### config.mk
export PLATFORM = sky130hd
export DESIGN_NAME = lgts_ctrl
export DESIGN_NICKNAME = d
export VERILOG_FILES = /design/src/rtl/core/lgts_pkg.sv /design/src/rtl/core/lgts_ctrl.sv
export SDC_FILE = /design/constraint.sdc
export NUM_CORES = 1
export LEC_CHECK = 0
export BUFFER_PORTS_ARGS = -buffer_cell sky130_fd_sc_hd__buf_2
export CAP_MARGIN = 20
export CELL_PAD_IN_SITES_DETAIL_PLACEMENT = 1
export CELL_PAD_IN_SITES_GLOBAL_PLACEMENT = 1
export CORE_ASPECT_RATIO = 1.2
export CORE_UTILIZATION = 34
export DETAILED_ROUTE_END_ITERATION = 12
export GPL_TIMING_DRIVEN = 0
export PLACE_DENSITY_LB_ADDON = 0.1
export SYNTH_ARGS = -nofsm -noshare
export SYNTH_HDL_FRONTEND = slang
export SYNTH_SLANG_ARGS = --single-unit
### constraint.sdc
create_clock -name clk -period 3.1 [get_ports clk]
set_input_delay 0.155 -clock clk [delete_from_list [all_inputs] [get_ports clk]]
set_output_delay 0.155 -clock clk [all_outputs]
set_load 0.05 [all_outputs]
### src/rtl/core/lgts_pkg.sv
// Shared constants, codes and control types of the LDA Gibbs topic sampler.
package lgts_pkg;

  localparam int MAX_TOPICS  = 32;
  localparam int MAX_VOCAB   = 1024;
  localparam int COUNT_BITS  = 32;
  localparam int RANDOM_BITS = 16;
  localparam int TALLY_BITS  = 16;

  // Port field widths
  localparam int OP_W    = 3;
  localparam int WORD_W  = 11;
  localparam int TOPIC_W = 6;
  localparam int VALUE_W = 32;
  localparam int RF_W    = 16;
  localparam int KIND_W  = 2;
  localparam int ERR_W   = 2;
  localparam int Q8_W    = 16;

  // Index widths
  localparam int TIDX_W    = $clog2(MAX_TOPICS);
  localparam int WIDX_W    = $clog2(MAX_VOCAB);
  localparam int WT_ADDR_W = WIDX_W + TIDX_W;

  // Arithmetic widths: A, B and D are Q.8 with one bit of headroom
  localparam int QA_W        = COUNT_BITS + 9;
  localparam int PROD_W      = 2 * QA_W;
  localparam int MH_W        = (QA_W + 1) / 2;
  localparam int MP_W        = 2 * MH_W;
  localparam int WEIGHT_BITS = 57 - RANDOM_BITS;
  localparam int REM_W       = QA_W + 1;
  localparam int DCNT_W      = $clog2(WEIGHT_BITS + 1);
  localparam int SUM_W       = WEIGHT_BITS + TIDX_W + 1;
  localparam int SH_W        = (SUM_W + 1) / 2;
  localparam int CMP_W       = SUM_W + RANDOM_BITS;
  localparam int KETA_W      = TOPIC_W + Q8_W;

  typedef enum logic [OP_W-1:0] {
    OP_WR_WT  = 3'd0,
    OP_WR_DOC = 3'd1,
    OP_WR_TOT = 3'd2,
    OP_COUNT  = 3'd3,
    OP_SAMPLE = 3'd4,
    OP_FINISH = 3'd5
  } op_t;

  typedef enum logic [KIND_W-1:0] {
    KIND_ACK    = 2'd0,
    KIND_SAMPLE = 2'd1,
    KIND_TALLY  = 2'd2
  } kind_t;

  typedef enum logic [ERR_W-1:0] {
    ERR_NONE  = 2'd0,
    ERR_WORD  = 2'd1,
    ERR_TOPIC = 2'd2
  } err_t;

  typedef enum logic [1:0] {
    REG_TOPIC_COUNT = 2'd0,
    REG_VOCAB_SIZE  = 2'd1,
    REG_ALPHA       = 2'd2,
    REG_ETA         = 2'd3
  } reg_idx_t;

  typedef enum logic [4:0] {
    ST_CLEAR, ST_IDLE, ST_DECODE, ST_CNT_WR, ST_ACK,
    ST_S_RD, ST_S_PREP, ST_S_MUL, ST_S_DINIT, ST_S_DIV, ST_S_ACC,
    ST_S_RMUL, ST_S_RSUM, ST_S_CMP, ST_S_EMIT, ST_S_ERR, ST_FIN
  } state_t;

  typedef struct packed {
    logic clr_step;
    logic load;
    logic apply;
    logic mem_rd_cnt;
    logic mem_rd_smp;
    logic cnt_wr;
    logic j_clear;
    logic j_inc;
    logic prep;
    logic mul_step;
    logic div_init;
    logic div_step;
    logic acc;
    logic rmul;
    logic rsum;
    logic cmp;
    logic emit_ack;
    logic emit_smp;
    logic emit_serr;
    logic emit_tally;
    logic tally_inc;
    logic tally_clear;
  } dp_cmd_t;

  typedef struct packed {
    logic            clear_done;
    logic [OP_W-1:0] op;
    logic            err_any;
    logic            j_last;
    logic            mul_done;
    logic            div_done;
    logic            hit;
    logic            out_free;
  } dp_stat_t;

endpackage

### src/rtl/core/lgts_ctrl.sv
// Sequencing state machine of the topic sampler: decodes requests and drives the datapath.
module lgts_ctrl (
  input  logic               clk,
  input  logic               rst,
  input  logic               in_valid,
  output logic               in_stall,
  input  lgts_pkg::dp_stat_t stat,
  output lgts_pkg::dp_cmd_t  cmd
);

  lgts_pkg::state_t state, state_next;

  // Hold the state register
  always_ff @(posedge clk) begin
    if (rst) begin
      state <= lgts_pkg::ST_CLEAR;
    end else begin
      state <= state_next;
    end
  end

  // Choose the next state
  always_comb begin
    state_next = state;
    case (state)
      lgts_pkg::ST_CLEAR: begin
        if (stat.clear_done) state_next = lgts_pkg::ST_IDLE;
      end
      lgts_pkg::ST_IDLE: begin
        if (in_valid) state_next = lgts_pkg::ST_DECODE;
      end
      lgts_pkg::ST_DECODE: begin
        case (lgts_pkg::op_t'(stat.op))
          lgts_pkg::OP_FINISH: state_next = lgts_pkg::ST_FIN;
          lgts_pkg::OP_SAMPLE:
            state_next = stat.err_any ? lgts_pkg::ST_S_ERR : lgts_pkg::ST_S_RD;
          lgts_pkg::OP_COUNT:
            state_next = stat.err_any ? lgts_pkg::ST_ACK : lgts_pkg::ST_CNT_WR;
          lgts_pkg::OP_WR_WT, lgts_pkg::OP_WR_DOC, lgts_pkg::OP_WR_TOT:
            state_next = lgts_pkg::ST_ACK;
          default: state_next = lgts_pkg::ST_IDLE;
        endcase
      end
      lgts_pkg::ST_CNT_WR:  state_next = lgts_pkg::ST_ACK;
      lgts_pkg::ST_ACK: begin
        if (stat.out_free) state_next = lgts_pkg::ST_IDLE;
      end
      lgts_pkg::ST_S_RD:    state_next = lgts_pkg::ST_S_PREP;
      lgts_pkg::ST_S_PREP:  state_next = lgts_pkg::ST_S_MUL;
      lgts_pkg::ST_S_MUL: begin
        if (stat.mul_done) state_next = lgts_pkg::ST_S_DINIT;
      end
      lgts_pkg::ST_S_DINIT: state_next = lgts_pkg::ST_S_DIV;
      lgts_pkg::ST_S_DIV: begin
        if (stat.div_done) state_next = lgts_pkg::ST_S_ACC;
      end
      lgts_pkg::ST_S_ACC:
        state_next = stat.j_last ? lgts_pkg::ST_S_RMUL : lgts_pkg::ST_S_RD;
      lgts_pkg::ST_S_RMUL:  state_next = lgts_pkg::ST_S_RSUM;
      lgts_pkg::ST_S_RSUM:  state_next = lgts_pkg::ST_S_CMP;
      lgts_pkg::ST_S_CMP: begin
        if (stat.hit || stat.j_last) state_next = lgts_pkg::ST_S_EMIT;
      end
      lgts_pkg::ST_S_EMIT, lgts_pkg::ST_S_ERR: begin
        if (stat.out_free) state_next = lgts_pkg::ST_IDLE;
      end
      lgts_pkg::ST_FIN: begin
        if (stat.out_free && stat.j_last) state_next = lgts_pkg::ST_IDLE;
      end
      default: state_next = lgts_pkg::ST_IDLE;
    endcase
  end

  // Drive datapath commands and the input stall
  always_comb begin
    cmd      = '0;
    in_stall = 1'b1;
    case (state)
      lgts_pkg::ST_CLEAR: begin
        cmd.clr_step = !stat.clear_done;
      end
      lgts_pkg::ST_IDLE: begin
        in_stall = 1'b0;
        cmd.load = in_valid;
      end
      lgts_pkg::ST_DECODE: begin
        case (lgts_pkg::op_t'(stat.op))
          lgts_pkg::OP_FINISH: cmd.j_clear = 1'b1;
          lgts_pkg::OP_SAMPLE: cmd.j_clear = !stat.err_any;
          lgts_pkg::OP_COUNT:  cmd.mem_rd_cnt = !stat.err_any;
          lgts_pkg::OP_WR_WT, lgts_pkg::OP_WR_DOC, lgts_pkg::OP_WR_TOT:
            cmd.apply = !stat.err_any;
          default: cmd.apply = 1'b0;
        endcase
      end
      lgts_pkg::ST_CNT_WR:  cmd.cnt_wr = 1'b1;
      lgts_pkg::ST_ACK:     cmd.emit_ack = stat.out_free;
      lgts_pkg::ST_S_RD:    cmd.mem_rd_smp = 1'b1;
      lgts_pkg::ST_S_PREP:  cmd.prep = 1'b1;
      lgts_pkg::ST_S_MUL:   cmd.mul_step = 1'b1;
      lgts_pkg::ST_S_DINIT: cmd.div_init = 1'b1;
      lgts_pkg::ST_S_DIV:   cmd.div_step = !stat.div_done;
      lgts_pkg::ST_S_ACC: begin
        cmd.acc   = 1'b1;
        cmd.j_inc = !stat.j_last;
      end
      lgts_pkg::ST_S_RMUL:  cmd.rmul = 1'b1;
      lgts_pkg::ST_S_RSUM: begin
        cmd.rsum    = 1'b1;
        cmd.j_clear = 1'b1;
      end
      lgts_pkg::ST_S_CMP: begin
        cmd.cmp   = 1'b1;
        cmd.j_inc = !(stat.hit || stat.j_last);
      end
      lgts_pkg::ST_S_EMIT: begin
        cmd.emit_smp  = stat.out_free;
        cmd.tally_inc = stat.out_free;
      end
      lgts_pkg::ST_S_ERR:   cmd.emit_serr = stat.out_free;
      lgts_pkg::ST_FIN: begin
        cmd.emit_tally  = stat.out_free;
        cmd.tally_clear = stat.out_free && stat.j_last;
        cmd.j_inc       = stat.out_free && !stat.j_last;
      end
      default: cmd = '0;
    endcase
  end

endmodule

; ---- Yosys cells after proc, flatten, opt, wreduce, memory -nomap -nowiden
; Index checks and enable logic that the tools add are counted.
[op_classes]
eq_ne = 28
n_mux = 36
n_reduce_logical = 13
[ops]
columns = op, n
row1 = case mux 5 bit (15 select lines), 1
row2 = "== test 5 x 4 -> 1 bit, second input constant", 8
row3 = 2-to-1 mux 5 bit, 7
row4 = "== test 5 x 3 -> 1 bit, second input constant", 4
row5 = 2-to-1 mux 1 bit, 20
row6 = case mux 5 bit (4 select lines), 1
row7 = "!= test 2 bit, second input constant", 6
row8 = "== test 5 x 2 -> 1 bit, second input constant", 2
row9 = 2-to-1 mux 4 bit, 2
row10 = AND reduction 7 bit, 1
row11 = "== test 3 x 2 -> 1 bit, second input constant", 2
row12 = "== test 3 bit, second input constant", 2
row13 = OR reduction 3 bit, 2
row14 = "== test 5 x 1 -> 1 bit, second input constant", 1
row15 = "== test 5 bit, second input constant", 1
row16 = zero test 1 bit, 5
row17 = zero test 5 bit, 1
row18 = case mux 1 bit (2 select lines), 2
row19 = "== test 3 x 1 -> 1 bit, second input constant", 1
row20 = zero test 3 bit, 1
row21 = 2-to-1 mux 3 bit, 1
row22 = case mux 1 bit (3 select lines), 1
row23 = logical AND 1 bit, 2
row24 = 2-to-1 mux 2 bit, 1
row25 = other kinds (2), 2
[totals]
register_bits = 5
inputBits = 13
wordCells = 78

; ---- Depth between registers and ports, before layout
; Gate-level depths: netlist of run 1.
[logic_depth]
word_depth = 4
depth_mapped = 7

; ---- Worst setup path after synthesis of run 1
; No wires, ideal clock.
[synth_timing]
path_kind = register -> output
from = register state[3]
to = output cmd[19] (netlist name)
arrival_time_ns = 3.272
required_time_ns = 2.945
slack_ns = -0.327
stages_incl_launch_ff = 5
cell_sequence = dfxtp_1 buf_4 nor2_1 nand4_1 a2111oi_0
[synth_lines]
columns = element, line_no
row1 = from (decl), lgts_ctrl.sv:11  ; lgts_pkg::state_t state, state_next;
row2 = from (signal assigned), lgts_ctrl.sv:16  ; state <= lgts_pkg::ST_CLEAR;
row3 = from (signal assigned), lgts_ctrl.sv:18  ; state <= state_next;
row4 = to (decl), lgts_ctrl.sv:8  ; output lgts_pkg::dp_cmd_t cmd

==> results_dict.tcl, run 1 <==
set metrics [dict create \
    path_clk_slew_ns 0.04 \
    finalCriticalPeriod_ns 2.071 \
    rows 19 \
    crit_fanout 10 \
    fin_cells 186 \
    final_area_um2 1060 \
    wl_um 2682 \
    p_leak_nw 0.4714 \
    syn_area_um2 823.3 \
    top_register "state" \
    syn_area_per_cell_um2 7.037 \
    drtPass1Iterations 4 \
    fin_crit_sh 0.6682 \
    synth-seq-cells 5 \
    rsz0062_at_grt "no" \
    vias_per_cell 5.543 \
    num_antenna_cells 0 \
    dp.final_hpwl_um 2195 \
    cts_max_level 1 \
    grt.total_usage 0.2209 \
    post_cts_buffers 0 \
    port_buffers 34 \
    final_util 0.4644 \
    grt_pass1_vias 962 \
    synth_seq_area_share 0.1216 \
    relSlewSlack 0.7194 \
    cp_data_arrival_time_ns 1.92 \
    ctsHoldBuffers 0 \
    cellPowerDensity_nw_per_um2 739.7 \
    startpoint_type "flip-flop" \
    netlist_instances 117 \
    setup_slack_ns 1.029 \
    fin_hold_ws_ns 0.1656 \
    cp_data_required_time_ns 2.94 \
    drc 0 \
    largest_reg_flops 5 \
    cts_root_buf "clkbuf_4" \
    cts.sinks 5 \
    grt_max_degree 11 \
    setup_viol 0 \
    reg.largest.list "state x5" \
    drv_cap 0 \
    fillCellCount 323 \
    worstPathCellList "buf_2 > nand2b_1 > nand4b_1 > o22ai_1 > buf_2" \
    vias 1031 \
    maxSlewViolCount 0 \
    dieArea_um2 2623 \
    cts_made_buffers 3 \
    tns_ns 0 \
    die_width_um 46.92 \
    grt_pass1_wl_um 4374 \
    clockBufferDepth 2 \
    critPathSlowestCell "dfxtp_1" \
    synth-main-ff-cell "dfxtp_1" \
    status "complete, no violations" \
    drive_above_1_share 0.3484 \
    fin_skew_ns 0.004204 \
    ys_types 43 \
    initial_core_util 0.3607 \
    cts_tree "built" \
    hold_viol_final 0 \
    critical_path_class "flip-flop to primary output" \
    ys_warn_count 0 \
    hp-class "primary input to flip-flop" \
    synth_edf_count 0 \
    cpMostUsedCell "buf_2" \
    core_um2 2282 \
    p_total_uw 783.9 \
    finalWeightedCongestion 0.8611 \
    grt-ovfl-total 0 \
    crit_path_max_incr_delay_ns 0.41 \
    clock.fmax_mhz 482.8 \
    antenna_found_initial 0 \
    drt_iter0_drc 14 \
    syn_nets 130 \
    crit_buf_inv 2 \
    dpl_cell_area_um2 1033 \
    worstSetupEndpointType "primary output" \
    clk_latency_ns 0.24 \
    fin_nets 169 \
    peakVddDrop_uv 488.4 \
    ant_nets 0 \
    crit_family "buffers and inverters" \
    worst_pin_slew_ns 0.4208 \
    placedCellCount 182 \
    wl_per_cell_um 14.42 \
    preCtsSetupSlack_ns 1.305 \
    ios 36 \
    synthToLayoutAreaGrowth_pct 28.72 \
    die_h_um 55.91 \
    synthArstFlopShare 0 \
    cts.repair.resized 0 \
]
==> final cells by class <==
type                    count  area [um2]  share of cell area
plain buffers              10       65.06             0.06139
clock buffers               4       26.28             0.02479
inverters                   7       26.28             0.02479
multi-input cells          95       633.1              0.5974
flip-flops and latches      5       100.1             0.09445
well taps                  31       38.79             0.03660
repair buffers             34       170.2              0.1606
==> cells by family after synthesis <==
group | count (synthesis) | share of synthesized area
and+or+nand+nor | 61 | 0.4180
AOI/OAI and AO/OA | 34 | 0.3495
buffers and inverters | 17 | 0.1109
DFF | 5 | 0.1216
==> path summary, 6_finish.rpt <==
check / start / end / slack (ns) / cells after the start
min reg2reg: state[1] / state[1] / 0.77 / 3
min: rst / state[0] / 0.17 / 2
max reg2reg: state[1] / state[3] / 1.37 / 6
max: state[1] / cmd[15] / 1.03 / 5
==> cells in the final DEF, fill, tap and decap left out, types with 2 or more instances in the layout <==
master     n
buf_2     38
nor2_1    16
nor3_1     7
inv_1      7
nand2b_1   6
a21oi_1    6
nand2_1    5
nor2b_1    5
dfxtp_1    5
or3_1      4
o22ai_1    4
o21ai_0    4
clkbuf_1   3
or3b_1     3
a21o_1     3
clkbuf_4   3
buf_6      2
buf_4      2
nand4_1    2
nor4bb_1   2
a31oi_1    2
and2_1     2
o211ai_1   2
==> worst reg2reg max path, delay by kind of cell, from the launching register on <==
kind	cells	cell delay, ns
and+or+nand+nor	3	0.74
DFF	1	0.41
buffers and inverters	1	0.25
AOI/OAI and AO/OA	2	0.23
==> layer usage <==
metal	vias to the layer above	track usage	routed length (um)
li1	507	-	-
met1	469	0.3034	1176
met2	49	0.3512	1285
met3	6	0.03896	172
met4	0	0.04898	48
met5	-	0	0
==> report_power, final <==
part | switching [mW] | internal [mW] | total, mW
sequential | 0.0195 | 0.0830 | 0.102
clock | 0.0253 | 0.0486 | 0.0739
combinational | 0.396 | 0.211 | 0.608
==> synth_stat cells (3+ instances only) <==
| master | number | area [um2] |
|---|---|---|
| nor2_1 | 16 | 60.06 |
| inv_1 | 7 | 26.28 |
| nor3_1 | 7 | 35.03 |
| a21oi_1 | 6 | 30.03 |
| nand2b_1 | 6 | 37.54 |
| dfxtp_1 | 5 | 100.1 |
| nand2_1 | 5 | 18.77 |
| nor2b_1 | 5 | 31.28 |
| buf_2 | 4 | 20.02 |
| o21ai_0 | 4 | 20.02 |
| o22ai_1 | 4 | 25.02 |
| or3_1 | 4 | 25.02 |
| a21o_1 | 3 | 22.52 |
| or3b_1 | 3 | 26.28 |
(Power assumes the default switching activity.)
==> inputs of run 2 (changes only) <==
--- a/config.mk
+++ b/config.mk
@@ -10,7 +10,7 @@
 export CELL_PAD_IN_SITES_DETAIL_PLACEMENT = 1
 export CELL_PAD_IN_SITES_GLOBAL_PLACEMENT = 1
 export CORE_ASPECT_RATIO = 1.2
-export CORE_UTILIZATION = 34
+export CORE_UTILIZATION = 29
 export DETAILED_ROUTE_END_ITERATION = 12
 export GPL_TIMING_DRIVEN = 0
 export PLACE_DENSITY_LB_ADDON = 0.1
==> constraint.sdc (replaced) <==
create_clock -name clk -period 1.9 [get_ports clk]
set_input_delay 0.095 -clock clk [delete_from_list [all_inputs] [get_ports clk]]
set_output_delay 0.095 -clock clk [all_outputs]
set_load 0.05 [all_outputs]
==> run 2 against run 1 <==
First-iteration DRC count is 29% lower. Sequential share of layout area is 0.30 points lower. Clock power is 57% higher. Non-clock buffer count is 1 higher. Sequential power is 69% higher. Cell count is 1.6% higher. Clock skew is 0.0027 ns lower. Utilization is 3.8 points lower. Hold slack worse by 0.045 ns. Combinational power is 68% higher. Flip-flop and latch count stayed put. Power is 66% higher. Largest power group unchanged.
==> results_dict.tcl, run 2 (same netlist as run 1, synthesis figures left out) <==
set metrics [dict create \
    preCtsSetupSlack_ns 0.09410 \
    crit_fanout 10 \
    fin_crit_sh 0.9661 \
    worstSetupEndpointType "primary output" \
    fin_nets 170 \
    p_leak_nw 0.4771 \
    synthToLayoutAreaGrowth_pct 34.65 \
    ff_latch_area_um2 101.3 \
    fin_skew_ns 0.001532 \
    swShare 0.5595 \
    min_path_cells 2 \
    die_width_um 50.64 \
    clockBufferDepth 2 \
    worstHoldStart "rst" \
    drtPass1Iterations 2 \
    finalCriticalPeriod_ns 1.836 \
    vias 1034 \
    path_clk_slew_ns 0.04 \
    grt-ovfl-total 0 \
    p_clk_frac 0.089 \
    grt_max_degree 11 \
    comb_power_share 0.779 \
    tns_ns 0 \
    cts_root_buf "clkbuf_4" \
    drv_cap 0 \
    cellPowerDensity_nw_per_um2 1176 \
    r2r_slack_ns 0.20 \
    num_antenna_cells 0 \
    drc 0 \
    grt.total_usage 0.1999 \
    cp_data_arrival_time_ns 1.74 \
    seqPwrFrac 0.132 \
    clk_latency_ns 0.23 \
    status "complete, no violations" \
    ant_nets 0 \
    die_h_um 60.37 \
    final_area_um2 1109 \
    critical_path_class "flip-flop to primary output" \
    ctsHoldBuffers 0 \
    maxSlewViolCount 0 \
    hold_viol_final 0 \
    internal-power_uw 574.2 \
    drt_iter0_drc 10 \
    relSlewSlack 0.7147 \
    wl_per_cell_um 15.50 \
    cp_data_required_time_ns 1.80 \
    vias_per_cell 5.471 \
    most-common-layout-cells "33 x buf_2, 13 x nor2_1, 6 x clkbuf_4, 6 x inv_1, 6 x a21oi_1" \
    cts_tree "built" \
    core_um2 2603 \
    p_total_mw 1.304 \
    grt_pass1_wl_um 4767 \
    dieArea_um2 3057 \
    setup_slack_ns 0.06438 \
    drive_above_1_share 0.4103 \
    antenna_found_initial 0 \
    startpoint_type "flip-flop" \
    r2r_start "state[3]" \
    hp-class "primary input to flip-flop" \
    hold_end "state[0]" \
    top_register "state" \
    cts_made_buffers 3 \
    grt_pass1_vias 1070 \
    dpl_cell_area_um2 1056 \
    multi_input_comb_area_um2 658.1 \
    clock.fmax_mhz 544.8 \
    peakVddDrop_uv 480.0 \
    worst_pin_slew_ns 0.4172 \
    wl_um 2930 \
    dp.final_hpwl_um 2312 \
    rows 20 \
    finalWeightedCongestion 0.8535 \
    cts_max_level 1 \
    reg.largest.list "state x5" \
    ios 36 \
    initial_core_util 0.3163 \
    reg2reg_to "state[2]" \
    cts.sinks 5 \
    rsz0062_at_grt "yes" \
    final_common_cell "buf_2" \
    largest_reg_flops 5 \
    switchingPower_uw 729.4 \
    ff2ff_path_depth 7 \
    fillCellCount 345 \
    port_buffers 34 \
    setup_viol 0 \
]
[run 2: cell types whose count changed in the layout (fill, tap and decap cells not counted), sizes merged]
cell and delta:
buf -2, clkbuf +3
[run 2: power groups by stage]
stage          combinational, mW  sequential, mW  clock (mW)
5_1_grt                     1.10           0.176       0.126
6_report                    1.02           0.172       0.116
4_1_cts                     1.02           0.171       0.121
2_1_floorplan              0.784           0.159           0
3_3_place_gp               0.982           0.167           0
3_5_place_dp               0.999           0.173           0
[run 2: final cells by class]
type | instances | share of cell area
flip-flops and latches | 5 | 0.09142
well taps | 33 | 0.03725
multi-input cells | 95 | 0.5937
clock buffers | 4 | 0.02370
repair buffers | 35 | 0.1693
inverters | 7 | 0.02370
plain buffers | 10 | 0.06095
[run 2: routing by layer]
metal / global-route usage / up-vias / share of wire
met5: 0 / - / 0
met4: 0.01190 / 0 / 0
met3: 0.01504 / 0 / 0.030
met2: 0.3962 / 28 / 0.52
met1: 0.2451 / 493 / 0.45
li1: - / 513 / -
[run 2: critical path, cell delays in order (launching register included)]
cell	delay, ns
dfxtp_1	0.34
buf_4	0.17
nand2_1	0.18
or3_1	0.39
nor2_2	0.11
buf_4	0.11
clkbuf_4	0.21
[run 2: how the worst max path moves through the flow]
stage             start  endpoint  slack, ns  cells after the start
6_report       state[3]    cmd[4]       0.06                      6
5_1_grt        state[3]   cmd[19]      -0.04                      5
4_1_cts        state[1]   cmd[14]       0.03                      6
3_5_place_dp   state[1]   cmd[15]       0.09                      5
3_3_place_gp   state[1]   cmd[15]       0.17                      5
2_1_floorplan  state[3]   cmd[19]      -0.11                      4
[run 2: per-stage QoR]
step	hold slack, ns	utilization	instances
after floorplan	0.1629	-	117
after global placement	0.3486	0.4058	184
after detailed placement	0.3580	0.4058	184
after CTS	0.1141	0.4226	189
after global routing	0.1265	0.4260	189
final	0.1206	0.4260	189
[run 2: what timing repair did]
action                                  in CTS  in global routing
pin swaps                                    0                  0
endpoints found under the setup margin       3                  5
gates resized for setup                      5                  4
buffers inserted                             1                  0
hold endpoints to repair                     0                  0
==> inputs of run 3 (changes only) <==
==> constraint.sdc (replaced) <==
create_clock -name clk -period 1.9 [get_ports clk]
set_input_delay 0.57 -clock clk [delete_from_list [all_inputs] [get_ports clk]]
set_output_delay 0.57 -clock clk [all_outputs]
set_load 0.05 [all_outputs]
==> run 3 against run 2 <==
The flow now finishes with violations (negative setup slack). Cell count is 15% higher. Largest power group unchanged. Maximum frequency is 15% lower. Non-clock buffer count is 28 higher.
==> results_dict.tcl, run 3 (same netlist as run 1, synthesis figures left out) <==
set metrics [dict create \
    status "finished, violations left" \
    failed_checks "negative setup slack" \
    die_width_um 50.64 \
    seqPwrFrac 0.108 \
    critical_path_class "flip-flop to primary output" \
    fin_crit_sh 1.143 \
    clock.fmax_mhz 460.5 \
    cp_data_arrival_time_ns 1.60 \
    drc 0 \
    wl_per_cell_um 26.61 \
    fin_cells 217 \
    p_clk_frac 0.062 \
    cp_data_required_time_ns 1.33 \
    grt_pass1_wl_um 6886 \
    dpl_cell_area_um2 1206 \
    path_clk_slew_ns 0.05 \
    internal-power_mw 1.026 \
    fin_hold_ws_ns 0.5767 \
    die_h_um 60.37 \
    grt_pass1_vias 1330 \
    grt-ovfl-total 0 \
    worstSetupEndpointType "primary output" \
    dieArea_um2 3057 \
    drv_cap 0 \
    reg.largest.list "state x5" \
    vias_per_cell 6.378 \
    final_area_um2 1838 \
    synthToLayoutAreaGrowth_pct 123.3 \
    clk_latency_ns 0.26 \
    maxSlewViolCount 0 \
    tns_ns -3.255 \
    rsz0062_at_grt "yes" \
    wl_um 5774 \
    core_um2 2603 \
    hp-class "primary input to flip-flop" \
    preCtsSetupSlack_ns -0.3543 \
    startpoint_type "flip-flop" \
    fillCellCount 269 \
    cts.sinks 5 \
    drt_iter0_drc 85 \
    p_leak_nw 0.7015 \
    swShare 0.5364 \
    fin_nets 198 \
    rows 20 \
    clockBufferDepth 2 \
    ios 36 \
    crit_fanout 5 \
    cellPowerDensity_nw_per_um2 1204 \
    initial_core_util 0.3163 \
    final_util 0.7063 \
    cts_tree "built" \
    peakVddDrop_uv 961.1 \
    finalCriticalPeriod_ns 2.172 \
    placedCellCount 184 \
    switchingPower_mw 1.187 \
    num_antenna_cells 0 \
    comb_power_share 0.830 \
    top_register "state" \
    cts_root_buf "clkbuf_4" \
    setup_viol 25 \
    vias 1384 \
    hold_viol_final 0 \
    cts_max_level 1 \
    finalWeightedCongestion 0.8450 \
    ctsHoldBuffers 0 \
    largest_reg_flops 5 \
    drtPass1Iterations 4 \
    ant_nets 0 \
    most-common-layout-cells "25 x buf_6, 25 x buf_4, 14 x nor2_4" \
    relSlewSlack 0.6457 \
    worst_pin_slew_ns 0.5181 \
    grt.total_usage 0.3119 \
    drive_above_1_share 0.7011 \
    fin_skew_ns 0.003270 \
    grt_max_degree 11 \
    dp.final_hpwl_um 2396 \
    setup_slack_ns -0.2717 \
    cts_made_buffers 3 \
    antenna_found_initial 0 \
    port_buffers 34 \
    p_total_mw 2.214 \
]
==> run 3: cell count changes in the layout (fill, tap and decap cells not counted), sizes merged <==
cell | before | now
buf | 40 | 71
clkbuf | 9 | 6
clkinvlp | 0 | 1
inv | 7 | 6
==> run 3: path summary, 6_finish.rpt <==
check	to	from	slack, ns	cells past startpoint
worst max-delay path	cmd[19]	state[4]	-0.27	5
worst min-delay path	state[0]	rst	0.58	2
worst max register to register	state[2]	state[1]	-0.03	8
worst min register to register	state[1]	state[1]	0.87	4
==> run 3: metal layers <==
metal | vias up | track usage | part of all wire
li1 | 578 | - | -
met3 | 23 | 0.04261 | 0.089
met5 | - | 0 | 0
met1 | 674 | 0.3399 | 0.38
met4 | 0 | 0.1429 | 0.038
met2 | 109 | 0.5981 | 0.49
==> run 3: layout make-up <==
type	instances	area, um2	share of cell area
inverter	7	37.54	0.02042
sequential	5	116.4	0.06331
tap	33	41.29	0.02246
clock buffer	4	26.28	0.01430
buffer	8	103.9	0.05650
multi-input combinational	95	914.6	0.4976
timing repair buffer	65	598.1	0.3254
==> run 3: repair_timing <==
item / 4_1_cts / 5_1_grt
setup buffers: 20 / 11
gates resized for setup: 85 / 32
pin swaps: 15 / 9
setup endpoints to repair: 23 / 23
==> run 3: power by group through the flow <==
| stage | clock network (mW) | registers [mW] | logic, mW |
|---|---|---|---|
| after floorplan | 0 | 0.160 | 0.909 |
| after global placement | 0 | 0.167 | 1.11 |
| after detailed placement | 0 | 0.170 | 1.13 |
| after CTS | 0.139 | 0.186 | 1.54 |
| after global routing | 0.140 | 0.241 | 1.88 |
| final | 0.137 | 0.238 | 1.84 |
==> run 3: worst max-delay path, stage by stage (launching register included) <==
cell and delay (ns):
dfxtp_2 0.34, buf_6 0.14, clkinvlp_4 0.11, nand4_1 0.26
a2111oi_4 0.28, buf_6 0.20
